**src/rtl/core/mfc_pkg.sv**
```systemverilog
// Shared constants, codes and the result record of the meter frame checker.
package mfc_pkg;

    localparam logic [7:0] START_BYTE = 8'h68;
    localparam logic [7:0] END_BYTE   = 8'h16;

    // Frame layout: start, type, seven address bytes, control, length, data, sum, end.
    localparam int unsigned MIN_FRAME  = 13;
    localparam int unsigned HDR_LEN    = 11;
    localparam int unsigned LEN_POS    = 10;
    localparam int unsigned CTRL_POS   = 9;
    localparam int unsigned KIND_POS   = 1;
    localparam int unsigned ADDR_POS   = 2;
    localparam int unsigned ADDR_BYTES = 7;
    localparam int unsigned MIN_DATA   = 3;

    typedef enum logic [1:0] {
        STATUS_OK       = 2'd0,
        STATUS_LENGTH   = 2'd1,
        STATUS_NO_END   = 2'd2,
        STATUS_CHECKSUM = 2'd3
    } status_t;

    typedef enum logic {
        KIND_DATA   = 1'b0,
        KIND_STATUS = 1'b1
    } item_kind_t;

    typedef struct packed {
        item_kind_t  item_kind;
        logic [7:0]  data_byte;
        logic [7:0]  data_index;
        status_t     status;
        logic [7:0]  meter_kind;
        logic [55:0] meter_address;
        logic [7:0]  control_code;
        logic [7:0]  data_length;
        logic [15:0] data_ident;
        logic [7:0]  sequence_no;
    } result_t;

endpackage

```
**src/rtl/core/mfc_tracker.sv**
```systemverilog
// Frame state, header capture, running sum and end-of-buffer checks.
module mfc_tracker (
    input  logic              clk,
    input  logic              rst_n,
    input  logic              step,
    input  logic [7:0]        rx_byte,
    input  logic              end_of_buffer,
    output logic              has_result,
    output mfc_pkg::result_t  result
);

    logic        in_frame_reg, in_frame_next;
    logic [15:0] count_reg, count_next;
    logic [7:0]  sum_reg, sum_next;
    logic [15:0] last_reg, last_next;
    logic [7:0]  kind_reg, kind_next;
    logic [55:0] addr_reg, addr_next;
    logic [7:0]  ctrl_reg, ctrl_next;
    logic [7:0]  len_reg, len_next;
    logic [15:0] ident_reg, ident_next;
    logic [7:0]  seq_reg, seq_next;

    logic        active;
    logic        have_data;
    logic [15:0] data_pos;
    logic [8:0]  frame_len;
    logic        length_bad;
    mfc_pkg::status_t status_code;

    always_comb
    begin
        in_frame_next = in_frame_reg;
        count_next    = count_reg;
        sum_next      = sum_reg;
        last_next     = last_reg;
        kind_next     = kind_reg;
        addr_next     = addr_reg;
        ctrl_next     = ctrl_reg;
        len_next      = len_reg;
        ident_next    = ident_reg;
        seq_next      = seq_reg;
        have_data     = 1'b0;
        data_pos      = count_reg - 16'(mfc_pkg::HDR_LEN);

        active = in_frame_reg || (rx_byte == mfc_pkg::START_BYTE);

        if (active)
        begin
            in_frame_next = 1'b1;
            // The two newest bytes stay out of the sum: one of them may be the checksum.
            if (count_reg >= 16'd2)
            begin
                sum_next = sum_reg + last_reg[15:8];
            end
            last_next = {last_reg[7:0], rx_byte};

            if (count_reg < 16'(mfc_pkg::HDR_LEN))
            begin
                unique case (count_reg[3:0])
                    4'(mfc_pkg::KIND_POS): kind_next = rx_byte;
                    4'(mfc_pkg::CTRL_POS): ctrl_next = rx_byte;
                    4'(mfc_pkg::LEN_POS):  len_next  = rx_byte;
                    default:
                    begin
                        for (int i = 0; i < int'(mfc_pkg::ADDR_BYTES); i++)
                        begin
                            if (count_reg[3:0] == 4'(i + int'(mfc_pkg::ADDR_POS)))
                            begin
                                addr_next[8*i +: 8] = rx_byte;
                            end
                        end
                    end
                endcase
            end
            else if (data_pos < {8'h00, len_reg})
            begin
                have_data = 1'b1;
                if (data_pos == 16'd0)
                begin
                    ident_next[7:0] = rx_byte;
                end
                else if (data_pos == 16'd1)
                begin
                    ident_next[15:8] = rx_byte;
                end
                else if (data_pos == 16'd2)
                begin
                    seq_next = rx_byte;
                end
            end

            if (count_reg != 16'hFFFF)
            begin
                count_next = count_reg + 16'd1;
            end
        end
    end

    // Checks on the frame as it stands after this byte, in priority order.
    always_comb
    begin
        frame_len  = {1'b0, len_next} + 9'(mfc_pkg::MIN_FRAME);
        length_bad = (count_next < 16'(mfc_pkg::MIN_FRAME)) ||
                     (count_next != {7'b0, frame_len});
        priority if (length_bad)
        begin
            status_code = mfc_pkg::STATUS_LENGTH;
        end
        else if (rx_byte != mfc_pkg::END_BYTE)
        begin
            status_code = mfc_pkg::STATUS_NO_END;
        end
        else if (sum_next != last_next[15:8])
        begin
            status_code = mfc_pkg::STATUS_CHECKSUM;
        end
        else if (len_next < 8'(mfc_pkg::MIN_DATA))
        begin
            status_code = mfc_pkg::STATUS_LENGTH;
        end
        else
        begin
            status_code = mfc_pkg::STATUS_OK;
        end
    end

    always_comb
    begin
        result     = '0;
        has_result = end_of_buffer || have_data;
        if (end_of_buffer)
        begin
            result.item_kind     = mfc_pkg::KIND_STATUS;
            result.status        = status_code;
            result.meter_kind    = kind_next;
            result.meter_address = addr_next;
            result.control_code  = ctrl_next;
            result.data_length   = len_next;
            result.data_ident    = ident_next;
            result.sequence_no   = seq_next;
        end
        else
        begin
            result.item_kind  = mfc_pkg::KIND_DATA;
            result.data_byte  = rx_byte;
            result.data_index = data_pos[7:0];
        end
    end

    always_ff @(posedge clk or negedge rst_n)
    begin
        if (!rst_n)
        begin
            in_frame_reg <= 1'b0;
            count_reg    <= '0;
            sum_reg      <= '0;
            last_reg     <= '0;
            kind_reg     <= '0;
            addr_reg     <= '0;
            ctrl_reg     <= '0;
            len_reg      <= '0;
            ident_reg    <= '0;
            seq_reg      <= '0;
        end
        else if (step)
        begin
            if (end_of_buffer)
            begin
                in_frame_reg <= 1'b0;
                count_reg    <= '0;
                sum_reg      <= '0;
                last_reg     <= '0;
                kind_reg     <= '0;
                addr_reg     <= '0;
                ctrl_reg     <= '0;
                len_reg      <= '0;
                ident_reg    <= '0;
                seq_reg      <= '0;
            end
            else
            begin
                in_frame_reg <= in_frame_next;
                count_reg    <= count_next;
                sum_reg      <= sum_next;
                last_reg     <= last_next;
                kind_reg     <= kind_next;
                addr_reg     <= addr_next;
                ctrl_reg     <= ctrl_next;
                len_reg      <= len_next;
                ident_reg    <= ident_next;
                seq_reg      <= seq_next;
            end
        end
    end

    // The end of a buffer always returns the tracker to hunting.
    a_eob_clears: assert property (@(posedge clk) disable iff (!rst_n)
        step && end_of_buffer |=> !in_frame_reg && (count_reg == 16'd0))
        else $error("frame state not cleared after end of buffer");

    // Bytes are only counted inside a frame.
    a_count_in_frame: assert property (@(posedge clk) disable iff (!rst_n)
        (count_reg != 16'd0) |-> in_frame_reg)
        else $error("byte count set while hunting");

    // A data result always lies inside the announced data field.
    a_data_in_field: assert property (@(posedge clk) disable iff (!rst_n)
        step && have_data |-> ({8'h00, result.data_index} < {8'h00, len_reg}) &&
                              (count_reg >= 16'(mfc_pkg::HDR_LEN)))
        else $error("data result outside the data field");

endmodule

```
**config.mk**
```make
export PLATFORM = sky130hd
export DESIGN_NAME = mfc_tracker
export DESIGN_NICKNAME = d
export VERILOG_FILES = /design/src/rtl/core/mfc_pkg.sv /design/src/rtl/core/mfc_tracker.sv
export SDC_FILE = /design/constraint.sdc
export NUM_CORES = 1
export LEC_CHECK = 0
export BUFFER_PORTS_ARGS = -buffer_cell sky130_fd_sc_hd__buf_2
export CAP_MARGIN = 10
export CORE_AREA = 2 2 169 171
export CTS_BUF_LIST = sky130_fd_sc_hd__clkbuf_4
export DETAILED_ROUTE_END_ITERATION = 7
export DIE_AREA = 0 0 171 173
export SYNTH_ARGS = -nofsm -noshare
export SYNTH_HDL_FRONTEND = slang
export SYNTH_SLANG_ARGS = --single-unit
export TNS_END_PERCENT = 100
```
**constraint.sdc**
```tcl
create_clock -name clk -period 9.6 [get_ports clk]
set_input_delay 1.92 -clock clk [delete_from_list [all_inputs] [get_ports clk]]
set_output_delay 1.92 -clock clk [all_outputs]
set_load 0.01 [all_outputs]
```
# ---- Word level (Yosys, flattened, before mapping)
# Cells that the tools add are included.
# W data, S select, Z words.
dict set report word_totals {
  in_bits 12
  word_cells 101
  latchBits 0
  ram_bits 0
  regBits 145
  out_inout_bits 124
  mem_count 0
  romBits 0
}
dict set report op_classes {
  n_eq_ne 17
  mux 57
  magnitude_cmp 5
  mul 0
  div 0
  n_bitwise 0
  reduce_logical 7
  add_sub_neg 4
  n_shift 0
}
# operator n
set op_table {}
lappend op_table {{$mux W8} 32}
lappend op_table {{$mux W56} 4}
lappend op_table {{$mux W16} 10}
lappend op_table {{$mux W106} 1}
lappend op_table {{$lt A16 B4 Y1 const B} 2}
lappend op_table {{$add A16 B1 Y16 const B} 1}
lappend op_table {{$eq A16 B1 Y1 const B} 1}
lappend op_table {{$eq A16 B2 Y1 const B} 1}
lappend op_table {{$eq A4 B3 Y1 const B} 4}
lappend op_table {{$ge A16 B2 Y1 const B} 1}
lappend op_table {{$logic_not A16 Y1} 1}
lappend op_table {{$lt A16 B8 Y1} 1}
lappend op_table {{$ne A16 B16 Y1 const B} 1}
lappend op_table {{$ne A16 B9 Y1} 1}
lappend op_table {{$sub A16 B4 Y16 const B} 1}
lappend op_table {{$eq A4 B4 Y1 const B} 3}
lappend op_table {{$add A8 B4 Y9 const B} 1}
lappend op_table {{$add A8 B8 Y8} 1}
lappend op_table {{$eq A4 B2 Y1 const B} 2}
lappend op_table {{$eq A8 B7 Y1 const B} 1}
lappend op_table {{$lt A8 B2 Y1 const B} 1}
lappend op_table {{$ne A8 B5 Y1 const B} 1}
lappend op_table {{$ne A8 B8 Y1} 1}
lappend op_table {{$mux W1} 7}
lappend op_table {{other kinds (6)} 10}

# ---- Depth between registers and ports, before layout
dict set report depth {
  ltp_word 10
  ltp_mapped 18
  mapped_depth_nobuf 15
}

# ---- Worst setup path after synthesis
# No wires, ideal clock.
dict set report synth_path {
  path_kind {input-to-output}
  start {in rx_byte[1]}
  end {out result[104] (netlist name)}
  path_stages 16
  path_slack_ps 2524
  t_arrival_ps 5156
  n_path_buf 3
  t_required_ps 7680
  path_cell_list {buf_6 -> nor4b_4 -> a41o_1 -> buf_4 -> buf_2 -> and4_1 -> nand2_1 -> a21oi_1 -> inv_1 -> ha_1 -> o311a_1 -> mux2i_1 -> nand4_1 -> a2111oi_0 -> nor4_1 -> a31oi_1}
}
# item line
set synth_lines {}
lappend synth_lines {{start, declared} mfc_tracker.sv:6} ;# input logic [7:0] rx_byte,
lappend synth_lines {{end, declared} mfc_tracker.sv:9} ;# output mfc_pkg::result_t result

==> run metrics <==
CTS tree=done; crit end category=primary output; Final Hold Slack=505 ps; Setup WS post-layout=1410 ps; Hold Crit Class=reg -> reg; vias in the first global route=9398; Final Net Count=1344; gp weighted congestion=0.913; Critical Path AT=6270 ps; Die Width=171 µm; TritonRoute pass-1 iters=5; Post-synth EDFFs=0; Synth top cells by count=179 x nand2_1, 145 x dfrtp_1, 103 x a21oi_1, 95 x nor2_1, 89 x o2bb2ai_1; max-cap violations=0; #FFs+latches synth=145; critical path launch point type=input pin; final wirelength=33.8 mm; Fmax=122 MHz; cts hold-fix bufs=0; setup bufs post-CTS=0; Hold Crit Depth=1; max FFs per register=56; die area=0.0296 mm²; start of the worst register-to-register path=count_reg[0]$_DFFE_PN0P_; PD cells=104 mW/mm²; CP required=7680 ps; CTS buffer count=17; antenna violations before repair=1; final worst path period need=8190 ps; Yosys cell types=75; first-pass GRT wire length=53.8 mm; clock skew=30.1 ps; Non-Filler Instances=1702; Layout Area Growth over Synthesis=11.1%; Syn Inst Count=1249; dpl hpwl=22.1 mm; num rows=61; Syn. warnings=0; Initial Util=37.8%; clk_lat worst skew=580 ps; gr ovfl total=0; proportion of netlist area held by the largest area contributor=34.7%; sequential share of the synthesized area=34.7%; Hold Path End=kind_reg[6]$_DFFE_PN0P_; Final ANT Viol Nets=0; placed cells=1668; maximum clock path buffer count=2; Core Footprint=0.0276 mm²; top cell type by total area after synthesis=dfrtp_1; Clk pin slew, worst setup/hold paths=140 ps; switching pwr=359 µW; Final Max Tran Viols=0; share of layout cells above drive strength 1=15.6%; H-tree Lvls=4; Post-Syn Area=0.0105 mm²; Final Hold Viols=0; Vias=10000; dominant synthesized flop cell=dfrtp_1; Syn Area/Cell=8.37 µm²; ys async rst share=100%; Finished Core Util=42.0%; Combinational Power Share=10.1%; Die Y=173 µm; # clock sinks=145; Post-CTS Resized=0; unrepaired setup endpoints after global routing=false; Fin Setup TNS=0 ps; hold wc startpoint=kind_reg[6]$_DFFE_PN0P_; WL/cell=19.9 µm; Total GRT Usage=22.8%; status=finished, final reports clean; clock share of power=39.1%; vias per inst=5.89; CP max FO=29; drc violations=0; sequential share of power=50.8%; largest cells by area after synthesis=dfrtp_1 35%, o2bb2ai_1 7.5%, nand2_1 6.4%; period utilization=85.3%; Worst-Margin Slew=1140 ps; worst relative slew slack=23.6%; P_int=855 µW; r2r worst-path depth=12; Syn Nets=1283; Placement Setup Slack=1550 ps; FILL cells=2837; Sw Share=29.5%; Root Driver=clkbuf_4; Reg2Reg Setup Slack=4840 ps; LEAKAGE=0.00504 µW; Port Buffers=135; top-count cell post-synth=nand2_1; r2r endpoint=seq_reg[3]$_DFFE_PN0P_; final setup vio count=0; DR iter-0 viols=872; largest net degree at the start of global routing=103; Boundary Pins=136; Max IR drop VDD=0.0000794 V; Crit Path Category=in -> out
[placed cells by master, fill, tap and decap left out, types with 36 or more instances in the layout]
cell / count
o21ai_0: 55
mux2i_1: 48
dfrtp_1: 145
inv_1: 36
nand2_1: 179
nor2_1: 95
a21boi_0: 68
buf_2: 133
o2bb2ai_1: 89
a21oi_1: 103
[power by group through the flow]
stage	registers [µW]	clock network [µW]	logic (µW)
2_1_floorplan	627	0	71.8
3_3_place_gp	628	0	121
3_5_place_dp	628	0	122
4_1_cts	616	487	122
5_1_grt	617	514	134
6_report	616	475	122
[critical path: stages]
cell	delay [ps]
buf_2	330
nor4b_4	380
a41o_1	210
buf_4	310
and4_1	290
nand2_1	200
a21oi_1	310
inv_1	80
ha_1	260
o311a_1	310
mux2i_1	410
mux2i_1	250
o2111ai_1	120
nor4_1	470
and4_1	280
buf_2	130
[metrics by stage]
stage | cell area (µm²) | total power [µW]
CTS | 11600 | 1230
global route | 11600 | 1260
floorplan | 10500 | 699
finish | 11600 | 1210
global placement | 11300 | 749
detailed placement | 11300 | 749
[cell families (layout without fill, tap and decap cells)]
group / Yosys count / after routing / share of synthesized area [%]
AO/OA/AOI/OAI: 433 / 433 / 29.1
XOR/XNOR: 44 / 44 / 3.82
adder cells (fa/ha/maj): 22 / 22 / 2.71
buffers and inverters: 148 / 222 / 5.89
flip-flops: 145 / 145 / 34.7
multiplexers: 51 / 51 / 4.92
other: 0 / 1 / 0
AND/OR/NAND/NOR: 406 / 406 / 18.8
[metal layers]
metal / share of wire (%) / track usage, % / vias up
met5: 0 / 0 / -
met4: 2.1 / 6.71 / 0
met3: 6.8 / 4.53 / 54
met2: 45 / 34.3 / 392
met1: 46 / 32.9 / 4893
li1: - / - / 4680
[cell type report]
class                      instances  area [µm²]  area share, %
sequential                       145        3630           31.2
inverter                          38         146           1.26
clock inverter                    14         201           1.73
tap                              378         473           4.07
multi-input combinational        956        6210           53.5
antenna                            1        2.50         0.0215
clock buffer                      18         135           1.16
timing repair buffer             152         812           6.99
[worst max-delay path by stage]
stage                  end        from
2_1_floorplan  result[104]  rx_byte[1]
5_1_grt        result[105]  rx_byte[2]
3_5_place_dp   result[105]  rx_byte[2]
6_report       result[105]  rx_byte[2]
4_1_cts        result[105]  rx_byte[2]
3_3_place_gp   result[105]  rx_byte[2]
No activity file was read; power rests on OpenSTA's default activity.
